===== src/rtl/hbs_pkg.sv =====
`timescale 1ns / 1ps
`default_nettype none

package hbs_pkg;

  // Window geometry
  localparam int MAX_RADIUS = 15;
  localparam int MAX_BINS   = 65536;
  localparam int WIN_DEPTH  = 2 * MAX_RADIUS + 1;

  // Field widths
  localparam int DATA_W  = 32;
  localparam int RAD_W   = 4;
  localparam int TOTAL_W = 48;
  localparam int SPAN_W  = RAD_W + 1;
  localparam int CNT_W   = $clog2(WIN_DEPTH + 1);
  localparam int BINS_W  = $clog2(MAX_BINS + 1);
  localparam int SUM_W   = DATA_W + $clog2(WIN_DEPTH);

  // Registered adder tree over the window taps
  localparam int GRP    = 4;
  localparam int NUM_G1 = (WIN_DEPTH + GRP - 1) / GRP;
  localparam int NUM_G2 = (NUM_G1 + GRP - 1) / GRP;
  localparam int G1_W   = DATA_W + $clog2(GRP);
  localparam int G2_W   = G1_W + $clog2(GRP);

  // Divider: DIV_STEP quotient bits per cycle
  localparam int DIV_STEP  = 8;
  localparam int DIV_CYC   = (SUM_W + DIV_STEP - 1) / DIV_STEP;
  localparam int DIV_W     = DIV_CYC * DIV_STEP;
  localparam int DIV_CNT_W = $clog2(DIV_CYC);

  // Job queue between front and back
  localparam int QUEUE_DEPTH = 2;
  localparam int QPTR_W      = $clog2(QUEUE_DEPTH);
  localparam int QCNT_W      = $clog2(QUEUE_DEPTH + 1);

  typedef struct packed {
    logic [DATA_W-1:0] bin_count;
    logic              last_bin;
  } hbs_in_t;

  typedef struct packed {
    logic [DATA_W-1:0]  smoothed_value;
    logic               result_last;
    logic [TOTAL_W-1:0] total_points;
    logic               too_short;
  } hbs_out_t;

  // One classified bin, handed from the front to the back.
  typedef struct packed {
    logic [SUM_W-1:0]  win_sum;
    logic [SPAN_W-1:0] span;
    logic [CNT_W-1:0]  count;
    logic              is_last;
    logic              too_short;
  } hbs_job_t;

endpackage

`default_nettype wire


===== src/rtl/hbs_queue.sv =====
`timescale 1ns / 1ps
`default_nettype none

module hbs_queue (
  input  wire logic              clk_i,
  input  wire logic              rst_ni,
  input  wire logic              push_i,
  input  wire hbs_pkg::hbs_job_t push_data_i,
  input  wire logic              pop_i,
  output hbs_pkg::hbs_job_t      pop_data_o,
  output logic                   full_o,
  output logic                   empty_o
);

  hbs_pkg::hbs_job_t                  mem_q [hbs_pkg::QUEUE_DEPTH];
  logic [hbs_pkg::QPTR_W-1:0]         wr_ptr_q, wr_ptr_d;
  logic [hbs_pkg::QPTR_W-1:0]         rd_ptr_q, rd_ptr_d;
  logic [hbs_pkg::QCNT_W-1:0]         cnt_q, cnt_d;
  logic                               do_push, do_pop;

  assign full_o     = (cnt_q == hbs_pkg::QCNT_W'(hbs_pkg::QUEUE_DEPTH));
  assign empty_o    = (cnt_q == '0);
  assign pop_data_o = mem_q[rd_ptr_q];
  assign do_push    = push_i && !full_o;
  assign do_pop     = pop_i && !empty_o;

  always_comb begin
    wr_ptr_d = wr_ptr_q;
    rd_ptr_d = rd_ptr_q;
    cnt_d    = cnt_q;
    if (do_push) begin
      wr_ptr_d = (wr_ptr_q == hbs_pkg::QPTR_W'(hbs_pkg::QUEUE_DEPTH - 1)) ? '0
                 : wr_ptr_q + hbs_pkg::QPTR_W'(1);
    end
    if (do_pop) begin
      rd_ptr_d = (rd_ptr_q == hbs_pkg::QPTR_W'(hbs_pkg::QUEUE_DEPTH - 1)) ? '0
                 : rd_ptr_q + hbs_pkg::QPTR_W'(1);
    end
    if (do_push && !do_pop) begin
      cnt_d = cnt_q + hbs_pkg::QCNT_W'(1);
    end else if (do_pop && !do_push) begin
      cnt_d = cnt_q - hbs_pkg::QCNT_W'(1);
    end
  end

  always_ff @(posedge clk_i or negedge rst_ni) begin
    if (!rst_ni) begin
      wr_ptr_q <= '0;
      rd_ptr_q <= '0;
      cnt_q    <= '0;
    end else begin
      wr_ptr_q <= wr_ptr_d;
      rd_ptr_q <= rd_ptr_d;
      cnt_q    <= cnt_d;
    end
  end

  always_ff @(posedge clk_i) begin
    if (do_push) begin
      mem_q[wr_ptr_q] <= push_data_i;
    end
  end

endmodule

`default_nettype wire


===== src/rtl/hbs_front.sv =====
`timescale 1ns / 1ps
`default_nettype none

module hbs_front (
  input  wire logic                       clk_i,
  input  wire logic                       rst_ni,
  input  wire logic [hbs_pkg::RAD_W-1:0]  radius_i,
  input  wire logic                       in_valid_i,
  output logic                            in_ready_o,
  input  wire hbs_pkg::hbs_in_t           in_data_i,
  input  wire logic                       full_i,
  output logic                            push_o,
  output hbs_pkg::hbs_job_t               job_o
);

  localparam logic [1:0] F_IDLE = 2'd0;
  localparam logic [1:0] F_SUM1 = 2'd1;
  localparam logic [1:0] F_SUM2 = 2'd2;
  localparam logic [1:0] F_PUSH = 2'd3;

  logic [1:0]                    st_q, st_d;
  logic [hbs_pkg::DATA_W-1:0]    win_q [hbs_pkg::WIN_DEPTH];
  logic [hbs_pkg::BINS_W-1:0]    bins_q;
  logic [hbs_pkg::G1_W-1:0]      g1_q [hbs_pkg::NUM_G1];
  logic [hbs_pkg::G2_W-1:0]      g2_q [hbs_pkg::NUM_G2];
  logic [hbs_pkg::G1_W-1:0]      g1_d [hbs_pkg::NUM_G1];
  logic [hbs_pkg::G2_W-1:0]      g2_d [hbs_pkg::NUM_G2];
  logic [hbs_pkg::SPAN_W-1:0]    span_q;
  logic [hbs_pkg::CNT_W-1:0]     cnt_q, cnt_d;
  logic                          last_q, short_q, need_q;
  logic                          short_d, need_d;
  logic [hbs_pkg::RAD_W-1:0]     rad;
  logic [hbs_pkg::SPAN_W-1:0]    span;
  logic [hbs_pkg::CNT_W-1:0]     emit0;
  logic [hbs_pkg::SUM_W-1:0]     win_sum;
  logic                          accept, push_done, clear;

  assign in_ready_o = (st_q == F_IDLE);
  assign accept     = in_valid_i && in_ready_o;
  assign push_o     = (st_q == F_PUSH) && need_q && !full_i;
  assign push_done  = (st_q == F_PUSH) && (!need_q || !full_i);
  assign clear      = push_done && last_q;

  // Classification of the incoming bin against the bins seen before it.
  always_comb begin
    rad  = (radius_i > hbs_pkg::RAD_W'(hbs_pkg::MAX_RADIUS))
           ? hbs_pkg::RAD_W'(hbs_pkg::MAX_RADIUS) : radius_i;
    span = {rad, 1'b1};
    if (bins_q == hbs_pkg::BINS_W'({rad, 1'b0})) begin
      emit0 = hbs_pkg::CNT_W'(rad) + hbs_pkg::CNT_W'(1);
    end else if (bins_q >= hbs_pkg::BINS_W'(span)) begin
      emit0 = hbs_pkg::CNT_W'(1);
    end else begin
      emit0 = '0;
    end
    short_d = in_data_i.last_bin && (emit0 == '0);
    need_d  = in_data_i.last_bin || (emit0 != '0);
    cnt_d   = short_d ? '0
              : emit0 + (in_data_i.last_bin ? hbs_pkg::CNT_W'(rad) : '0);
  end

  // First tree level: masked groups of window taps.
  always_comb begin
    logic [hbs_pkg::G1_W-1:0] acc;
    for (int j = 0; j < hbs_pkg::NUM_G1; j++) begin
      acc = '0;
      for (int i = 0; i < hbs_pkg::GRP; i++) begin
        if ((j * hbs_pkg::GRP + i) < hbs_pkg::WIN_DEPTH) begin
          if ((j * hbs_pkg::GRP + i) < int'(span_q)) begin
            acc = acc + hbs_pkg::G1_W'(win_q[j * hbs_pkg::GRP + i]);
          end
        end
      end
      g1_d[j] = acc;
    end
  end

  always_comb begin
    logic [hbs_pkg::G2_W-1:0] acc;
    for (int j = 0; j < hbs_pkg::NUM_G2; j++) begin
      acc = '0;
      for (int i = 0; i < hbs_pkg::GRP; i++) begin
        if ((j * hbs_pkg::GRP + i) < hbs_pkg::NUM_G1) begin
          acc = acc + hbs_pkg::G2_W'(g1_q[j * hbs_pkg::GRP + i]);
        end
      end
      g2_d[j] = acc;
    end
  end

  always_comb begin
    win_sum = '0;
    for (int j = 0; j < hbs_pkg::NUM_G2; j++) begin
      win_sum = win_sum + hbs_pkg::SUM_W'(g2_q[j]);
    end
  end

  always_comb begin
    job_o.win_sum   = win_sum;
    job_o.span      = span_q;
    job_o.count     = cnt_q;
    job_o.is_last   = last_q;
    job_o.too_short = short_q;
  end

  always_comb begin
    st_d = st_q;
    unique case (st_q)
      F_IDLE: begin
        if (accept) begin
          st_d = F_SUM1;
        end
      end
      F_SUM1: st_d = F_SUM2;
      F_SUM2: st_d = F_PUSH;
      F_PUSH: begin
        if (push_done) begin
          st_d = F_IDLE;
        end
      end
      default: st_d = F_IDLE;
    endcase
  end

  always_ff @(posedge clk_i or negedge rst_ni) begin
    if (!rst_ni) begin
      st_q   <= F_IDLE;
      bins_q <= '0;
      for (int k = 0; k < hbs_pkg::WIN_DEPTH; k++) begin
        win_q[k] <= '0;
      end
    end else begin
      st_q <= st_d;
      if (accept) begin
        win_q[0] <= in_data_i.bin_count;
        for (int k = 1; k < hbs_pkg::WIN_DEPTH; k++) begin
          win_q[k] <= win_q[k-1];
        end
        if (bins_q < hbs_pkg::BINS_W'(hbs_pkg::MAX_BINS)) begin
          bins_q <= bins_q + hbs_pkg::BINS_W'(1);
        end
      end else if (clear) begin
        bins_q <= '0;
        for (int k = 0; k < hbs_pkg::WIN_DEPTH; k++) begin
          win_q[k] <= '0;
        end
      end
    end
  end

  always_ff @(posedge clk_i) begin
    if (accept) begin
      span_q  <= span;
      cnt_q   <= cnt_d;
      last_q  <= in_data_i.last_bin;
      short_q <= short_d;
      need_q  <= need_d;
    end
    if (st_q == F_SUM1) begin
      g1_q <= g1_d;
    end
    if (st_q == F_SUM2) begin
      g2_q <= g2_d;
    end
  end

endmodule

`default_nettype wire


===== src/rtl/hbs_div.sv =====
`timescale 1ns / 1ps
`default_nettype none

module hbs_div (
  input  wire logic                        clk_i,
  input  wire logic                        rst_ni,
  input  wire logic                        start_i,
  input  wire logic [hbs_pkg::SUM_W-1:0]   dividend_i,
  input  wire logic [hbs_pkg::SPAN_W-1:0]  divisor_i,
  output logic                             done_o,
  output logic [hbs_pkg::DATA_W-1:0]       quotient_o
);

  logic                              busy_q, done_q;
  logic [hbs_pkg::DIV_CNT_W-1:0]     cnt_q;
  logic [hbs_pkg::DIV_W-1:0]         num_q;
  logic [hbs_pkg::SPAN_W-1:0]        div_q;
  logic [hbs_pkg::SPAN_W-1:0]        rem_q, rem_d;
  logic [hbs_pkg::DATA_W-1:0]        quo_q;
  logic [hbs_pkg::DIV_STEP-1:0]      qbits;
  logic                              last_step;

  assign done_o     = done_q;
  assign quotient_o = quo_q;
  assign last_step  = busy_q && (cnt_q == hbs_pkg::DIV_CNT_W'(hbs_pkg::DIV_CYC - 1));

  // Restoring division, DIV_STEP dividend bits per cycle. The remainder
  // stays below the divisor, so each step is a narrow compare and subtract.
  always_comb begin
    logic [hbs_pkg::SPAN_W:0] trial;
    rem_d = rem_q;
    qbits = '0;
    for (int i = 0; i < hbs_pkg::DIV_STEP; i++) begin
      trial = {rem_d, num_q[hbs_pkg::DIV_W-1-i]};
      if (trial >= {1'b0, div_q}) begin
        rem_d = hbs_pkg::SPAN_W'(trial - {1'b0, div_q});
        qbits[hbs_pkg::DIV_STEP-1-i] = 1'b1;
      end else begin
        rem_d = trial[hbs_pkg::SPAN_W-1:0];
      end
    end
  end

  always_ff @(posedge clk_i or negedge rst_ni) begin
    if (!rst_ni) begin
      busy_q <= 1'b0;
      done_q <= 1'b0;
      cnt_q  <= '0;
    end else begin
      done_q <= last_step;
      if (start_i) begin
        busy_q <= 1'b1;
        cnt_q  <= '0;
      end else if (busy_q) begin
        cnt_q <= cnt_q + hbs_pkg::DIV_CNT_W'(1);
        if (last_step) begin
          busy_q <= 1'b0;
        end
      end
    end
  end

  always_ff @(posedge clk_i) begin
    if (start_i) begin
      num_q <= hbs_pkg::DIV_W'(dividend_i);
      div_q <= divisor_i;
      rem_q <= '0;
      quo_q <= '0;
    end else if (busy_q) begin
      num_q <= num_q << hbs_pkg::DIV_STEP;
      rem_q <= rem_d;
      quo_q <= {quo_q[hbs_pkg::DATA_W-hbs_pkg::DIV_STEP-1:0], qbits};
    end
  end

endmodule

`default_nettype wire


===== src/rtl/hbs_back.sv =====
`timescale 1ns / 1ps
`default_nettype none

module hbs_back (
  input  wire logic               clk_i,
  input  wire logic               rst_ni,
  input  wire hbs_pkg::hbs_job_t  job_i,
  input  wire logic               empty_i,
  output logic                    pop_o,
  output logic                    out_valid_o,
  input  wire logic               out_ready_i,
  output hbs_pkg::hbs_out_t       out_data_o
);

  localparam logic [1:0] B_IDLE = 2'd0;
  localparam logic [1:0] B_DIV  = 2'd1;
  localparam logic [1:0] B_EMIT = 2'd2;

  logic [1:0]                    st_q, st_d;
  logic [hbs_pkg::CNT_W-1:0]     left_q;
  logic                          last_q, short_q;
  logic [hbs_pkg::DATA_W-1:0]    mean_q;
  logic [hbs_pkg::TOTAL_W-1:0]   total_q;
  logic                          out_valid_q;
  hbs_pkg::hbs_out_t             out_q;
  logic                          div_start, div_done;
  logic [hbs_pkg::DATA_W-1:0]    quotient;
  logic                          slot_free, emit_go, fin;
  logic [hbs_pkg::TOTAL_W:0]     total_sum;
  logic [hbs_pkg::TOTAL_W-1:0]   total_sat;

  assign pop_o       = (st_q == B_IDLE) && !empty_i;
  assign div_start   = pop_o && !job_i.too_short;
  assign slot_free   = !out_valid_q || out_ready_i;
  assign emit_go     = (st_q == B_EMIT) && slot_free;
  assign fin         = last_q && (left_q == hbs_pkg::CNT_W'(1));
  assign out_valid_o = out_valid_q;
  assign out_data_o  = out_q;

  assign total_sum = {1'b0, total_q} + (hbs_pkg::TOTAL_W + 1)'(mean_q);
  assign total_sat = total_sum[hbs_pkg::TOTAL_W] ? '1
                     : total_sum[hbs_pkg::TOTAL_W-1:0];

  hbs_div u_div (
    .clk_i      (clk_i),
    .rst_ni     (rst_ni),
    .start_i    (div_start),
    .dividend_i (job_i.win_sum),
    .divisor_i  (job_i.span),
    .done_o     (div_done),
    .quotient_o (quotient)
  );

  always_comb begin
    st_d = st_q;
    unique case (st_q)
      B_IDLE: begin
        if (pop_o) begin
          st_d = job_i.too_short ? B_EMIT : B_DIV;
        end
      end
      B_DIV: begin
        if (div_done) begin
          st_d = B_EMIT;
        end
      end
      B_EMIT: begin
        if (emit_go && (left_q == hbs_pkg::CNT_W'(1))) begin
          st_d = B_IDLE;
        end
      end
      default: st_d = B_IDLE;
    endcase
  end

  always_ff @(posedge clk_i or negedge rst_ni) begin
    if (!rst_ni) begin
      st_q        <= B_IDLE;
      out_valid_q <= 1'b0;
      total_q     <= '0;
    end else begin
      st_q <= st_d;
      if (emit_go) begin
        out_valid_q <= 1'b1;
      end else if (out_ready_i) begin
        out_valid_q <= 1'b0;
      end
      if (emit_go) begin
        if (short_q || fin) begin
          total_q <= '0;
        end else begin
          total_q <= total_sat;
        end
      end
    end
  end

  always_ff @(posedge clk_i) begin
    if (pop_o) begin
      left_q  <= job_i.too_short ? hbs_pkg::CNT_W'(1) : job_i.count;
      last_q  <= job_i.is_last;
      short_q <= job_i.too_short;
      mean_q  <= '0;
    end else if (div_done) begin
      mean_q <= quotient;
    end else if (emit_go) begin
      left_q <= left_q - hbs_pkg::CNT_W'(1);
    end
    if (emit_go) begin
      out_q.smoothed_value <= short_q ? '0 : mean_q;
      out_q.result_last    <= short_q || fin;
      out_q.total_points   <= (fin && !short_q) ? total_sat : '0;
      out_q.too_short      <= short_q;
    end
  end

endmodule

`default_nettype wire


===== src/rtl/histogram_box_smoother.sv =====
`timescale 1ns / 1ps
`default_nettype none

// Channel  Direction  Handshake                 Payload
// in       input      in_valid_i / in_ready_o   hbs_in_t  (bin_count, last_bin)
// out      output     out_valid_o / out_ready_i hbs_out_t (smoothed_value, result_last,
//                                                          total_points, too_short)
// cfg      input      cfg_we_i (no wait)        cfg_wdata_i (smooth_radius)
//
// The front takes one bin at a time: accepting it shifts the bin into the window, F_SUM1
// and F_SUM2 run the registered adder tree, and F_PUSH queues any job before the next bin.
// The back takes a job when idle, divides unless it is too short (five steps of 8 quotient
// bits over the 37-bit window sum, then done_q hands over), then emits the job's results.
// Reset clears the window, the bin counter, the running total and the radius.
// A stalled output stalls the back; the front keeps going until the two-entry queue is full.

module histogram_box_smoother (
  input  wire logic                      clk_i,
  input  wire logic                      rst_ni,
  input  wire logic                      cfg_we_i,
  input  wire logic [hbs_pkg::RAD_W-1:0] cfg_wdata_i,
  input  wire logic                      in_valid_i,
  output logic                           in_ready_o,
  input  wire hbs_pkg::hbs_in_t          in_data_i,
  output logic                           out_valid_o,
  input  wire logic                      out_ready_i,
  output hbs_pkg::hbs_out_t              out_data_o
);

  // Radius register. The user must write it only while the block is idle, so every stage may
  // read it directly; the block itself does not enforce this.
  logic [hbs_pkg::RAD_W-1:0] radius_q;

  always_ff @(posedge clk_i or negedge rst_ni) begin
    if (!rst_ni) begin
      radius_q <= '0;
    end else if (cfg_we_i) begin
      radius_q <= cfg_wdata_i;
    end
  end

  // Jobs carry the window sum, the span, how many results the bin releases
  // and whether it closes the histogram.
  hbs_pkg::hbs_job_t push_job, pop_job;
  logic              push, pop, full, empty;

  hbs_front u_front (
    .clk_i      (clk_i),
    .rst_ni     (rst_ni),
    .radius_i   (radius_q),
    .in_valid_i (in_valid_i),
    .in_ready_o (in_ready_o),
    .in_data_i  (in_data_i),
    .full_i     (full),
    .push_o     (push),
    .job_o      (push_job)
  );

  hbs_queue u_queue (
    .clk_i       (clk_i),
    .rst_ni      (rst_ni),
    .push_i      (push),
    .push_data_i (push_job),
    .pop_i       (pop),
    .pop_data_o  (pop_job),
    .full_o      (full),
    .empty_o     (empty)
  );

  hbs_back u_back (
    .clk_i       (clk_i),
    .rst_ni      (rst_ni),
    .job_i       (pop_job),
    .empty_i     (empty),
    .pop_o       (pop),
    .out_valid_o (out_valid_o),
    .out_ready_i (out_ready_i),
    .out_data_o  (out_data_o)
  );

  // The front must never push into a full queue; a dropped job would lose results.
  assert property (@(posedge clk_i) disable iff (!rst_ni) push |-> !full)
    else $error("job pushed into a full queue");

  // The back must never take a job from an empty queue.
  assert property (@(posedge clk_i) disable iff (!rst_ni) pop |-> !empty)
    else $error("job popped from an empty queue");

  // A queued job either releases results or reports a short histogram, not both.
  assert property (@(posedge clk_i) disable iff (!rst_ni)
    push |-> ((push_job.count != '0) ^ push_job.too_short))
    else $error("queued job has an inconsistent result count");

  // A short histogram is always closed by its last bin.
  assert property (@(posedge clk_i) disable iff (!rst_ni)
    (push && push_job.too_short) |-> push_job.is_last)
    else $error("short histogram job without its last bin");

endmodule

`default_nettype wire


===== config.mk =====
export PLATFORM = sky130hd
export DESIGN_NAME = histogram_box_smoother
export DESIGN_NICKNAME = d
export VERILOG_FILES = /design/src/rtl/hbs_pkg.sv /design/src/rtl/hbs_queue.sv /design/src/rtl/hbs_front.sv /design/src/rtl/hbs_div.sv /design/src/rtl/hbs_back.sv /design/src/rtl/histogram_box_smoother.sv
export SDC_FILE = /design/constraint.sdc
export NUM_CORES = 2
export LEC_CHECK = 0
export BUFFER_PORTS_ARGS = -buffer_cell sky130_fd_sc_hd__buf_2
export CORE_MARGIN = 3
export CORE_UTILIZATION = 50
export DETAILED_ROUTE_END_ITERATION = 10
export GPL_TIMING_DRIVEN = 0
export PLACE_DENSITY_LB_ADDON = 0.25
export SETUP_SLACK_MARGIN = 0.15
export SYNTH_ARGS = -nofsm -noshare
export SYNTH_HDL_FRONTEND = slang
export SYNTH_HIERARCHICAL = 1
export SYNTH_SLANG_ARGS = --single-unit

===== constraint.sdc =====
create_clock -name clk_i -period 16.13 [get_ports clk_i]
set_input_delay 1.613 -clock clk_i [delete_from_list [all_inputs] [get_ports clk_i]]
set_output_delay 1.613 -clock clk_i [all_outputs]
set_load 0.01 [all_outputs]

==> metrics <==
actual slew at the worst max-slew pin 1.63 ns; Util after Layout 0.558; Ys Warns 6; vias in the first global route approximately 94000; post-layout min period approximately 15 ns; Max-Cap Viols 3; CTS Hold Bufs 0; global-route wire length before repair 603000 um; htree depth 4; commonest cells in the netlist dfrtp_1, a22o_1, a21oi_1, ha_1, nand2_1; Syn Nets 12924; Longest Clk Path Bufs 3; Synth area leaders dfrtp_1, edfxtp_1, ha_1; Total Routed Length 409000 um; IO Pins 126; clk slew on worst S/H paths 0.06 ns; met1 global-route usage 0.462; crit share post-route 0.932; area share of the largest cell type after synthesis 0.230; All-Layer GR Usage 0.332; total grt overflow 0; Buf+Inv Stages, Crit Path 9; Cells after Synth 11791; RSZ-0062 raised after global routing false; met3 global-route usage 0.0540; max incr delay on CP 0.46 ns; Worst slew margin -0.0838; min-delay worst type flop to flop; post-synthesis async set-or-reset flop share 0.621; cell accounting for the most synthesized area dfrtp_1; status finished, violations left; Synth cell types 131; Placer Congestion 1.02; met2 usage 0.518; critical path's slowest cell fa_1; Mapped Area 117000 um2; Post-synth EDFFs 585; max-slew violation count 35; drt drc 0; area grow syn2layout 10.3%; NumNets Final 13282; CP endpoint kind flop; Hold Vio Cnt, Final 0; initial DRC count about 10000; Top FF cell, synth dfrtp_1; kind of critical path flop to flop; Starting Density 0.506; crit path max fanout 9; synthesized area per cell 9.91 um2; setup TNS 0 ns; antenna viol nets, final 0; share of layout cells above drive strength 1 0.0661; clk_skew about 0.055 ns; Port Buffers roughly 130; die height 490 um; WP data required 16.85 ns; antenna violations before repair 22; Vias/cell around 6.4; Fmax 66.5 MHz; Final setup viols 0; delay-heaviest family, CP compound AO/OA/AOI/OAI gates; flops & latches, synth 1732; # fillers about 20000; top-count cell post-synth dfrtp_1; largest net degree at the start of global routing between 150 and 200; worst hold margin 0.454 ns; full die area 240000 um2; post-DP HPWL 319000 um; clk_lat worst skew 0.87 ns; cell area after layout 129000 um2; post-DR wirelength/cell 26.6 um; die width approximately 490 um; Most Crowded Layer GR met2; arrival time worst endpoint 15.76 ns; via count 98870; Worst setup SP type flop; clock root buffer master clkbuf_16; cell area after placement 122000 um2; DR pass1 iterations 6; Core Region approximately 230000 um2; failing checks max-capacitance violations, max-slew violations; CTS Buf Count 194; sequential share of the synthesized area 0.393; CTS tree yes; num rows 176; CTS Sinks 1732
==> metrics by stage <==
step,setup WS (ns),instances
after floorplan,1.83,11791
after global placement,-10.86,14942
after detailed placement,-1.51,14961
after CTS,0.158,15339
after global routing,0.0779,15354
final,1.09,15360
==> kinds of logic (layout without fill, tap and decap cells) <==
family | count (synthesis) | in the layout | synth area share
AO/OA/AOI/OAI | 4316 | 4316 | 0.254
AND/OR/NAND/NOR | 2807 | 2807 | 0.116
flip-flops | 1732 | 1732 | 0.393
adder cells (fa/ha/maj) | 1097 | 1097 | 0.128
buffers and inverters | 827 | 1359 | 0.0280
XOR/XNOR | 794 | 794 | 0.0595
multiplexers | 217 | 217 | 0.0216
other | 1 | 12 | 0.0000321
==> cell type report <==
class | count | area [um2] | share of cell area
Buffer | 519 | 2130 | 0.0165
Multi-Input combinational cell | 9232 | 67800 | 0.526
Clock inverter | 100 | 1300 | 0.0101
Clock buffer | 270 | 5530 | 0.0429
Antenna cell | 11 | 27.5 | 0.000213
Sequential cell | 1732 | 45900 | 0.356
Inverter | 308 | 1160 | 0.00903
Timing Repair Buffer | 162 | 1260 | 0.00978
Tap cell | 3026 | 3790 | 0.0294
==> metal layers <==
layer | part of all wire | vias to the layer above | wire (um)
li1 | - | 44838 | -
met1 | 0.43 | 48712 | 174000
met2 | 0.44 | 4486 | 181000
met3 | 0.084 | 834 | 34300
met4 | 0.047 | 0 | 19400
met5 | 0 | - | 0
==> placed cells by master, fill, tap and decap left out, types with 159 or more instances in the layout <==
master,instances
ha_1,919
and2_1,183
o21ai_0,876
xnor2_1,433
edfxtp_1,585
nor2_1,695
dfrtp_1,1075
clkbuf_16,199
inv_1,306
clkbuf_1,492
a22o_1,1000
a21oi_1,945
xor2_1,361
nand2_1,897
a21o_1,444
fa_1,170
nor2b_1,159
==> final timing paths <==
path | endpoint | start | cells after the start | slack [ns]
max in group asynchronous | u_front/win_q[0] | rst_ni | 5 | 12.35
worst max register to register | u_back/u_div/rem_q[2] | u_back/u_div/div_q[3] | 70 | 1.09
worst min register to register | u_queue/mem_q[1][6] | u_front/cnt_q[4] | 0 | 0.45
worst max-delay path | u_back/u_div/rem_q[2] | u_back/u_div/div_q[3] | 70 | 1.09
min in group asynchronous | u_front/bins_q[12] | rst_ni | 1 | 0.64
worst min-delay path | u_queue/mem_q[1][6] | u_front/cnt_q[4] | 0 | 0.45
==> registers in the layout (all words and copies together) (netlist names), 2 cells and up <==
register / count
u_front/win_q: 992
u_front/span_q: 4
u_back/u_div/cnt_q: 3
u_back/left_q: 5
u_back/total_q: 48
u_front/g2_q: 72
radius_q: 4
u_front/st_q: 2
u_back/u_div/rem_q: 5
u_back/st_q: 2
u_queue/cnt_q: 2
u_back/u_div/num_q: 40
u_queue/mem_q: 98
u_front/bins_q: 17
u_back/out_data_o: 82
u_back/mean_q: 32
u_front/g1_q: 272
u_back/u_div/quotient_o: 32
u_back/u_div/div_q: 5
u_front/cnt_q: 5
==> what timing repair did <==
| item | 4_1_cts | 5_1_grt |
|---|---|---|
| endpoints found under the hold margin | 0 | 0 |
| buffers inserted | 8 | 10 |
| pin swaps | 1 | 4 |
| gates resized for setup | 15 | 12 |
| setup endpoints to repair | 6 | 6 |
| cloned | 0 | 0 |
Power is not shown: default switching activity piles up to over one toggle a cycle in this logic, so the estimate is an artifact.
